==> config.mk <==
export PLATFORM = sky130hd
export DESIGN_NAME = ascii_length_prefix_deframer
export DESIGN_NICKNAME = d
export VERILOG_FILES = /design/src/rtl/alpd_pkg.sv /design/src/rtl/alpd_core.sv /design/src/rtl/alpd_out_reg.sv /design/src/rtl/ascii_length_prefix_deframer.sv
export VERILOG_INCLUDE_DIRS = /design/src /design/src/rtl
export SDC_FILE = /design/constraint.sdc
export NUM_CORES = 1
export LEC_CHECK = 0
export ABC_CLOCK_PERIOD_IN_PS = 4600
export BUFFER_PORTS_ARGS = -buffer_cell sky130_fd_sc_hd__buf_2
export CORE_MARGIN = 1.5
export CORE_UTILIZATION = 45
export CTS_BUF_LIST = sky130_fd_sc_hd__clkbuf_16
export DETAILED_ROUTE_END_ITERATION = 10
export PLACE_DENSITY = 0.68
export REMOVE_ABC_BUFFERS = 1
export SLEW_MARGIN = 20
export SYNTH_ARGS = -nofsm -noshare
export SYNTH_HDL_FRONTEND = slang
export SYNTH_SLANG_ARGS = --single-unit
==> constraint.sdc <==
create_clock -name clk -period 4.6 [get_ports clk]
set_clock_uncertainty 0.2 [all_clocks]
set_input_delay 0.92 -clock clk [delete_from_list [all_inputs] [get_ports clk]]
set_output_delay 0.92 -clock clk [all_outputs]
set_load 0.01 [all_outputs]
==> src/rtl/ascii_length_prefix_deframer_assert.svh <==
// Assertion macros for the ASCII length-prefix deframer.
// Used by the top level only; needs nothing else.
`ifndef ASCII_LENGTH_PREFIX_DEFRAMER_ASSERT_SVH
`define ASCII_LENGTH_PREFIX_DEFRAMER_ASSERT_SVH

// Same-cycle implication, disabled during reset
`define ALPD_ASSERT_IMP(label, clk, rst_n, ante, cons) \
	label: assert property (@(posedge clk) disable iff (!(rst_n)) (ante) |-> (cons)) \
		else $error("deframer check failed: same-cycle implication");

// Next-cycle implication, disabled during reset
`define ALPD_ASSERT_NXT(label, clk, rst_n, ante, cons) \
	label: assert property (@(posedge clk) disable iff (!(rst_n)) (ante) |=> (cons)) \
		else $error("deframer check failed: next-cycle implication");

`endif

==> src/rtl/alpd_pkg.sv <==
// Shared types, constants and width helpers for the ASCII length-prefix deframer.
// No dependencies.
package alpd_pkg;

	// Default number of decimal digits in a header
	localparam int HEADER_DIGITS_DEF = 4;

	// ASCII digit bounds
	localparam logic [7:0] CHAR_ZERO = 8'h30;
	localparam logic [7:0] CHAR_NINE = 8'h39;

	// Bits needed to hold 10^hd - 1
	function automatic int len_width(input int hd);
		int p;
		p = 1;
		for (int i = 0; i < hd; i++) begin
			p = p * 10;
		end
		return $clog2(p);
	endfunction

	// Bits needed for a digit counter of 0 .. hd-1
	function automatic int run_width(input int hd);
		return (hd > 1) ? $clog2(hd) : 1;
	endfunction

	// One result word between core and output register
	typedef struct packed {
		logic       valid;
		logic [7:0] payload_byte;
		logic       last_of_message;
		logic       empty_message;
	} alpd_result_t;

endpackage

==> src/rtl/alpd_core.sv <==
// Deframer state and per-byte step logic: header hunt, length accumulate,
// payload countdown. Depends on alpd_pkg.
module alpd_core #(
	parameter int HEADER_DIGITS = alpd_pkg::HEADER_DIGITS_DEF
) (
	input  logic                clk,
	input  logic                arst_n,
	input  logic                step,
	input  logic [7:0]          in_byte,
	output alpd_pkg::alpd_result_t res
);

	localparam int LEN_W = alpd_pkg::len_width(HEADER_DIGITS);
	localparam int RUN_W = alpd_pkg::run_width(HEADER_DIGITS);
	localparam logic [RUN_W-1:0] RUN_LAST = RUN_W'(HEADER_DIGITS - 1);

	logic             in_payload_q, in_payload_d;
	logic [RUN_W-1:0] digit_run_q, digit_run_d;
	logic [LEN_W-1:0] length_accum_q, length_accum_d;
	logic [LEN_W-1:0] bytes_left_q, bytes_left_d;

	logic             is_digit;
	logic [3:0]       digit;
	logic [LEN_W-1:0] acc_new;

	// Digit decode and multiply-by-ten accumulate
	assign is_digit = (in_byte >= alpd_pkg::CHAR_ZERO) && (in_byte <= alpd_pkg::CHAR_NINE);
	assign digit    = 4'(in_byte - alpd_pkg::CHAR_ZERO);
	assign acc_new  = (length_accum_q << 3) + (length_accum_q << 1) + LEN_W'(digit);

	// Next state and result
	always_comb begin
		in_payload_d   = in_payload_q;
		digit_run_d    = digit_run_q;
		length_accum_d = length_accum_q;
		bytes_left_d   = bytes_left_q;
		res            = '0;
		if (in_payload_q) begin
			res.valid        = 1'b1;
			res.payload_byte = in_byte;
			if (bytes_left_q <= LEN_W'(1)) begin
				res.last_of_message = 1'b1;
				in_payload_d        = 1'b0;
				bytes_left_d        = '0;
			end else begin
				bytes_left_d = bytes_left_q - LEN_W'(1);
			end
		end else if (!is_digit) begin
			// non-digit while hunting: drop and restart the run
			digit_run_d    = '0;
			length_accum_d = '0;
		end else begin
			length_accum_d = acc_new;
			if (digit_run_q != RUN_LAST) begin
				digit_run_d = digit_run_q + RUN_W'(1);
			end else begin
				digit_run_d = '0;
				if (acc_new == '0) begin
					// zero-length message
					res.valid           = 1'b1;
					res.last_of_message = 1'b1;
					res.empty_message   = 1'b1;
				end else begin
					bytes_left_d   = acc_new;
					length_accum_d = '0;
					in_payload_d   = 1'b1;
				end
			end
		end
	end

	// State registers, updated only when a word is processed
	always_ff @(posedge clk or negedge arst_n) begin
		if (!arst_n) begin
			in_payload_q   <= 1'b0;
			digit_run_q    <= '0;
			length_accum_q <= '0;
			bytes_left_q   <= '0;
		end else if (step) begin
			in_payload_q   <= in_payload_d;
			digit_run_q    <= digit_run_d;
			length_accum_q <= length_accum_d;
			bytes_left_q   <= bytes_left_d;
		end
	end

endmodule

==> src/rtl/alpd_out_reg.sv <==
// Output register of the deframer: holds one result word until taken.
// Depends on alpd_pkg.
module alpd_out_reg (
	input  logic                   clk,
	input  logic                   arst_n,
	input  logic                   load,
	input  alpd_pkg::alpd_result_t res_in,
	output logic                   msg_valid,
	output logic [7:0]             payload_byte,
	output logic                   last_of_message,
	output logic                   empty_message
);

	logic       valid_q;
	logic [7:0] byte_q;
	logic       last_q;
	logic       empty_q;

	// Valid flag: refilled whenever the register is free or being drained
	always_ff @(posedge clk or negedge arst_n) begin
		if (!arst_n) begin
			valid_q <= 1'b0;
		end else if (load) begin
			valid_q <= res_in.valid;
		end
	end

	// Payload: captured only with a real result
	always_ff @(posedge clk) begin
		if (load && res_in.valid) begin
			byte_q  <= res_in.payload_byte;
			last_q  <= res_in.last_of_message;
			empty_q <= res_in.empty_message;
		end
	end

	assign msg_valid       = valid_q;
	assign payload_byte    = byte_q;
	assign last_of_message = last_q;
	assign empty_message   = empty_q;

endmodule

==> src/rtl/ascii_length_prefix_deframer.sv <==
// A byte in the input register steps alpd_core; any result is held in alpd_out_reg.
// Throughput: one byte per cycle while a full output register is not held by msg_stall;
// the alpd_core state update (multiply-by-ten accumulate, payload countdown) is combinational.
// Reset (arst_n low, asynchronous) empties both registers and returns to header hunting.
// Top level: input register, alpd_core, alpd_out_reg; uses alpd_pkg and the assert header.
`include "ascii_length_prefix_deframer_assert.svh"

module ascii_length_prefix_deframer #(
	parameter int HEADER_DIGITS = alpd_pkg::HEADER_DIGITS_DEF
) (
	input  logic       clk,
	input  logic       arst_n,
	input  logic       byte_valid,
	output logic       byte_stall,
	input  logic [7:0] in_byte,
	output logic       msg_valid,
	input  logic       msg_stall,
	output logic [7:0] payload_byte,
	output logic       last_of_message,
	output logic       empty_message
);

	logic                   valid_s1;
	logic [7:0]             byte_s1;
	logic                   advance;
	alpd_pkg::alpd_result_t core_res;
	alpd_pkg::alpd_result_t out_res;

	// Pipeline moves when the output register is free or being taken
	assign advance    = !msg_valid || !msg_stall;
	assign byte_stall = valid_s1 && !advance;

	// Input register
	always_ff @(posedge clk or negedge arst_n) begin
		if (!arst_n) begin
			valid_s1 <= 1'b0;
		end else if (!byte_stall) begin
			valid_s1 <= byte_valid;
		end
	end

	always_ff @(posedge clk) begin
		if (byte_valid && !byte_stall) begin
			byte_s1 <= in_byte;
		end
	end

	alpd_core #(
		.HEADER_DIGITS(HEADER_DIGITS)
	) u_core (
		.clk     (clk),
		.arst_n  (arst_n),
		.step    (valid_s1 && advance),
		.in_byte (byte_s1),
		.res     (core_res)
	);

	// Gate the result with the stage valid
	always_comb begin
		out_res       = core_res;
		out_res.valid = core_res.valid && valid_s1;
	end

	alpd_out_reg u_out (
		.clk             (clk),
		.arst_n          (arst_n),
		.load            (advance),
		.res_in          (out_res),
		.msg_valid       (msg_valid),
		.payload_byte    (payload_byte),
		.last_of_message (last_of_message),
		.empty_message   (empty_message)
	);

	// Checks
	`ALPD_ASSERT_IMP(a_empty_is_last, clk, arst_n, msg_valid && empty_message, last_of_message && (payload_byte == 8'h00))
	`ALPD_ASSERT_IMP(a_stall_needs_s1, clk, arst_n, byte_stall, valid_s1)
	`ALPD_ASSERT_NXT(a_s1_holds, clk, arst_n, valid_s1 && msg_valid && msg_stall, valid_s1 && $stable(byte_s1))

endmodule

# Yosys cells after proc, flatten, opt, wreduce, memory -nomap -nowiden
# Cells that the tools add are included.
[word_totals]
inputBits = 12
wordCells = 63
output_inout_bits = 12
register_bits = 50
[classes]
n_addsub = 5
mux = 24
n_eq_ne = 3
n_lt_le_gt_ge = 3
bitwise_logic = 2
reduce_logical = 16
[ops]
columns = ["op", "n"]
rows = [
  ["$mux W14", 5],
  ["$mux W13", 3],
  ["$add A14 B14 Y14", 1],
  ["$add A14 B4 Y14", 1],
  ["$le A14 B1 Y1 const B", 1],
  ["$logic_not A14 Y1", 1],
  ["$sub A14 B1 Y14 const B", 1],
  ["$mux W1", 11],
  ["$mux W2", 5],
  ["$ge A8 B6 Y1 const B", 1],
  ["$le A8 B6 Y1 const B", 1],
  ["$logic_and A1 B1 Y1", 6],
  ["$logic_not A1 Y1", 4],
  ["$ne A2 B1 Y1 const B", 2],
  ["$reduce_and A4 Y1", 1],
  ["$sub A4 B1 Y4 const B", 1],
  ["$reduce_or A3 Y1", 1],
  ["$add A2 B1 Y2 const B", 1],
  ["$ne A2 B2 Y1 const B", 1],
  ["$not A1 Y1", 2],
  ["$reduce_and A2 Y1", 1],
  ["$reduce_bool A2 Y1", 1],
  ["$logic_or A1 B1 Y1", 1],
]

# Logic depth before layout (Yosys ltp)
[depth]
depth_word = 9
depth_mapped = 14
ltp_nobuf = 11

# Modules after synthesis
# From an unflattened synthesis, not the netlist that was laid out.
[hier_totals]
cells_unflattened = 326
area_unflattened_um2 = 3244.4
[modules_own_cells]
columns = ["mod", "seq_area_each_um2", "area_each_um2", "cells_each", "instances"]
rows = [
  ["alpd_core", 750.7, 2588.7, 297, 1],
  ["alpd_out_reg", 325.3, 347.8, 13, 1],
  ["ascii_length_prefix_deframer", 265.3, 307.8, 16, 1],
]

# Least setup slack after synthesis
# No wires, ideal clock.
[synth_timing]
path_kind = "reg2reg"
startpoint = "register byte_s1[3]"
endpoint = "register u_out.empty_q, in the netlist u_out.empty_message, enable pin"
setup_slack_ns = 0.737
arrival_ns = 3.287
setup_ns = 0.376
synth_period_minus_slack_ns = 3.863
required_ns = 4.024
path_stages_with_launch = 13
n_path_buf = 1
path_cell_list = "edfxtp_1 > inv_1 > fa_1 > inv_1 > fa_1 > a211oi_2 > o21ai_1 > a21o_1 > a2111oi_4 > and2_1 > buf_2 > a21oi_1 > nor2_1"
[synth_via]
elab_chain_cells = 9
word_cells_on_any_way = 12
cone_classes = "add/sub: 2; order compare: 2; mux: 4; reduce/logical: 4"
[synth_lines]
columns = ["element", "line_no", "rtl"]
rows = [
  ["start: declaration", "ascii_length_prefix_deframer.sv:24", "logic [7:0] byte_s1;"],
  ["start signal: assignment", "ascii_length_prefix_deframer.sv:44", "byte_s1 <= in_byte;"],
  ["$sub A4 B1 Y4", "alpd_core.sv:28", "assign digit = 4'(in_byte - alpd_pkg::CHAR_ZERO);"],
  ["$add A14 B4 Y14", "alpd_core.sv:29", "assign acc_new = (length_accum_q << 3) + (length_accum_q << 1) + LEN_W'(digit);"],
  ["$logic_not A14 Y1", "alpd_core.sv:58", "if (acc_new == '0) begin"],
  ["$mux W1", "alpd_core.sv:58", ""],
  ["$mux W1", "alpd_core.sv:54", "if (digit_run_q != RUN_LAST) begin"],
  ["$mux W1 (*)", "alpd_core.sv:48", "end else if (!is_digit) begin"],
  ["$mux W1 (*)", "alpd_core.sv:38", "if (in_payload_q) begin"],
  ["$logic_and A1 B1 Y1 (*)", "ascii_length_prefix_deframer.sv:61", "out_res.valid = core_res.valid && valid_s1;"],
  ["$logic_and A1 B1 Y1 (*)", "alpd_out_reg.sv:30", "if (load && res_in.valid) begin"],
  ["end signal: assignment", "alpd_out_reg.sv:33", "empty_q <= res_in.empty_message;"],
  ["end: declaration", "alpd_out_reg.sv:17", "logic empty_q;"],
]
# Every way passes the cells marked *; elsewhere a longest branch is shown, timed or not.
# A chain may end at the register's enable or synchronous reset.

# Final worst setup path
[layout_timing]
startpoint = "register byte_s1[3]"
endpoint = "register u_out.byte_q[6], in the netlist u_out.payload_byte[6], enable pin"
[layout_via]
elab_chain_cells = 9
word_cells_on_any_way = 12
cone_classes = "add/sub: 2; order compare: 2; mux: 4; reduce/logical: 4"
[layout_lines]
columns = ["element", "line_no", "rtl"]
rows = [
  ["$sub A4 B1 Y4", "alpd_core.sv:28", ""],
  ["$add A14 B4 Y14", "alpd_core.sv:29", ""],
  ["$logic_not A14 Y1", "alpd_core.sv:58", ""],
  ["$mux W1", "alpd_core.sv:58", ""],
  ["$mux W1", "alpd_core.sv:54", ""],
  ["$mux W1 (*)", "alpd_core.sv:48", ""],
  ["$mux W1 (*)", "alpd_core.sv:38", ""],
  ["$logic_and A1 B1 Y1 (*)", "ascii_length_prefix_deframer.sv:61", ""],
  ["$logic_and A1 B1 Y1 (*)", "alpd_out_reg.sv:30", ""],
  ["end signal: assignment", "alpd_out_reg.sv:31", "byte_q <= res_in.payload_byte;"],
  ["end: declaration", "alpd_out_reg.sv:15", "logic [7:0] byte_q;"],
]
# Marks and branches as above.

==> flow_summary.toml <==
[sta]
max_freq_mhz = 257.8
final.setup.tns_ns = 0
hold-worst-slack_ns = 0.2905
finalSetupViolCount = 0
hold_viol_final = 0
relSlewSlack = 0.4747
tightest_slew_ns = 0.7879
fin_crit_ns = 3.879
rsz0062_at_grt = "false"
fin_crit_sh = 0.8432
slew_viol_final = 0

[synth]
netlist_instances = 353
seq_area_frac_synth = 0.3988
syn_avg_cell_area_um2 = 9.528
yosysMostFrequentCell = "nand2_1"
ys_ff_latch = 50
yosysUniqueCellTypes = 66
synth.cell_area_mm2 = 0.003363
yosysTopAreaCellShare = 0.2381
ys_async_sr_fraction = 0.6400
synth_edf_count = 18
yosysWarnings = 0
synth_common_cells = "39 x nand2_1, 32 x dfrtp_1, 29 x nor2_1"
synth_ff_type = "dfrtp_1"
yosys.area.top_type = "dfrtp_1"
synth_area_leaders = "dfrtp_1 24%, edfxtp_1 16%, ha_1 9.3%, nand2_1 4.4%, o21ai_0 3.9%"

[detailed_routing]
vias_per_cell = 5.976
wl_met1_mm = 3.693
wl_per_cell_um = 16.74
firstDrtPassIters = 5
wl_met3_um = 439
first_iter_violations = 164
wl_met2_mm = 3.553
wirelength_mm = 7.832
vias = 2797
drc_errors = 0
top_layer = "met4"
final_antenna_net_count = 0

[cells_and_area]
diodes = 0
drive_gt1_frac = 0.1355
areaGrowthSynthToFinish_pct = 9.487
fin_nets = 408
nFillCells = 683
layoutNonFillerInstCount = 468

[worst_hold_path]
min_from = "u_core.length_accum_q[11]$_DFFE_PN0P_"
hold_path_end = "u_core.length_accum_q[11]$_DFFE_PN0P_"
min_path_type = "flop to flop"
hold_path_depth = 2

[clocking]
cts_tree = "built"
cts_buffer_depth = 2
cts.clk_slew.worst_paths_ns = 0.06
clock_sinks = 50
postCtsHoldBufs = 0
cts_resized = 0
cts_setup_buffers = 0
cts_buffers = 5
clock_latency_ns = 0.29
root_buffer = "clkbuf_16"
ctsHtreeMaxLevel = 2

[placed_design]
gp_congestion = 0.8546
dpl.cell_count = 461
dpl.hpwl_mm = 5.773
numPortBuffers = 23

[critical_path]
crit_path_start = "byte_s1[3]$_DFFE_PP_"
path_cells = "inv_1, fa_1, inv_1, fa_1, a211oi_2, o21ai_1, a21o_1, a2111oi_4, and2_1, a21oi_1, nor2_1, buf_4"
cp.required_ns = 4.40
critPathCaptureType = "flop"
start_kind = "flop"
r2r_setup_slack_ns = 0.72
ff2ff_path_depth = 12
crit_fanout = 10
critPathMaxStageDelay_ns = 0.53
r2r_end = "u_out.payload_byte[6]$_SDFFCE_PN0P_"
reg2reg_from = "byte_s1[3]$_DFFE_PP_"
slowest_stage = "fa_1"
critPathKind = "flop to flop"
worstPathArrival_ns = 3.68

[floorplanning]
core_area_mm2 = 0.007253
initial_core_util = 0.4637
rows = 31
dieArea_mm2 = 0.008001
fp.dieW_um = 89.45
io-pin-count = 24
die_y_um = 89.45

[global_route]
grt_max_degree = 40
track_usage = 0.2063
first_global_vias = 2572
grt_overflow = 0
antenna_found_initial = 0
grt_pass1_wl_mm = 12.52

[pwr]
ir_worst_vdd_v = 0.0002582
p_leak_uw = 0.001554
power_per_cell_area_mw_per_mm2 = 419.7

[status]
status = "completed"

[job]
drv_cap = 0
## power by group
| group | internal (uW) | switching, uW |
|---|---|---|
| clock network | 199 | 163 |
| registers | 575 | 82.3 |
| logic | 194 | 332 |
## placed cells by master, fill, tap and decap left out, types with 3 or more instances in the layout
| master | instances |
|---|---|
| ha_1 | 25 |
| and2_1 | 13 |
| a31oi_1 | 4 |
| o21a_1 | 3 |
| clkbuf_16 | 5 |
| nor3_1 | 11 |
| nand3_1 | 9 |
| a211oi_1 | 4 |
| nor2_1 | 29 |
| o221ai_1 | 5 |
| nand4_1 | 4 |
| edfxtp_1 | 18 |
| or4b_1 | 4 |
| xnor2_1 | 3 |
| nor4_1 | 3 |
| or3_1 | 3 |
| dfrtp_1 | 32 |
| buf_2 | 23 |
| o211ai_1 | 8 |
| a211o_1 | 4 |
| inv_1 | 12 |
| o21ai_1 | 3 |
| a21oi_1 | 17 |
| nand2_1 | 39 |
| buf_4 | 3 |
| o21ai_0 | 26 |
| a21o_1 | 5 |
## state kept, by name, summed over array words and instances (netlist names)
register and cells:
u_out.msg_valid 1, u_out.payload_byte 8, u_out.last_of_message 1, byte_s1 8
u_core.digit_run_q 2, u_core.bytes_left_q 14, u_core.length_accum_q 13, u_out.empty_message 1
valid_s1 1, u_core.in_payload_q 1
## critical path, delay by kind of cell, from the launching register on
family	cells	cell delay, ns
AO/OA/AOI/OAI	5	1.21
AND/OR/NAND/NOR	2	0.44
buffers and inverters	3	0.35
adder cells (fa/ha/maj)	2	1.03
flip-flops	1	0.36
## logic make-up (layout without fill, tap and decap cells)
kind of cell	after synthesis	in the layout	synth area share
AND/OR/NAND/NOR	129	129	0.1923
AO/OA/AOI/OAI	112	112	0.2500
flip-flops	50	50	0.3988
buffers and inverters	29	45	0.03794
adder cells (fa/ha/maj)	27	27	0.1049
XOR/XNOR	5	5	0.01302
multiplexers	1	1	0.002976
## routing by layer
metal  track usage  up-vias
li1              -     1361
met1        0.2884     1341
met2        0.3206       85
met3       0.03139       10
met4       0.08392        0
met5             0        -
## area by class of cell
class / count / area (um2) / area share
clock inverters: 2 / 15.01 / 0.004077
multi-input cells: 274 / 1894 / 0.5144
well taps: 99 / 123.9 / 0.03364
flip-flops and latches: 50 / 1341 / 0.3643
repair buffers: 26 / 137.6 / 0.03738
clock buffers: 5 / 125.1 / 0.03398
inverters: 12 / 45.04 / 0.01223
## worst max path at each step
stage                                                to  slack, ns  cells past startpoint
floorplan             u_out.empty_message$_SDFFCE_PP0P_       0.71                     11
global placement    u_out.payload_byte[1]$_SDFFCE_PN0P_       0.85                     12
detailed placement  u_out.payload_byte[2]$_SDFFCE_PN0P_       0.73                     12
CTS                 u_out.payload_byte[6]$_SDFFCE_PN0P_       0.73                     12
global route        u_out.payload_byte[1]$_SDFFCE_PN0P_       0.56                     12
finish              u_out.payload_byte[6]$_SDFFCE_PN0P_       0.72                     12
## stage by stage
step                total power (uW)  worst slack (ns)    util  cell area (um2)
floorplan                       1009            0.7143       -             3281
global placement                1177            0.8536  0.4884             3542
detailed placement              1188            0.7336  0.4884             3542
CTS                             1550            0.7327  0.5077             3682
global route                    1642            0.5628  0.5077             3682
finish                          1545            0.7213  0.5077             3682
No activity file was read; power rests on OpenSTA's default activity.
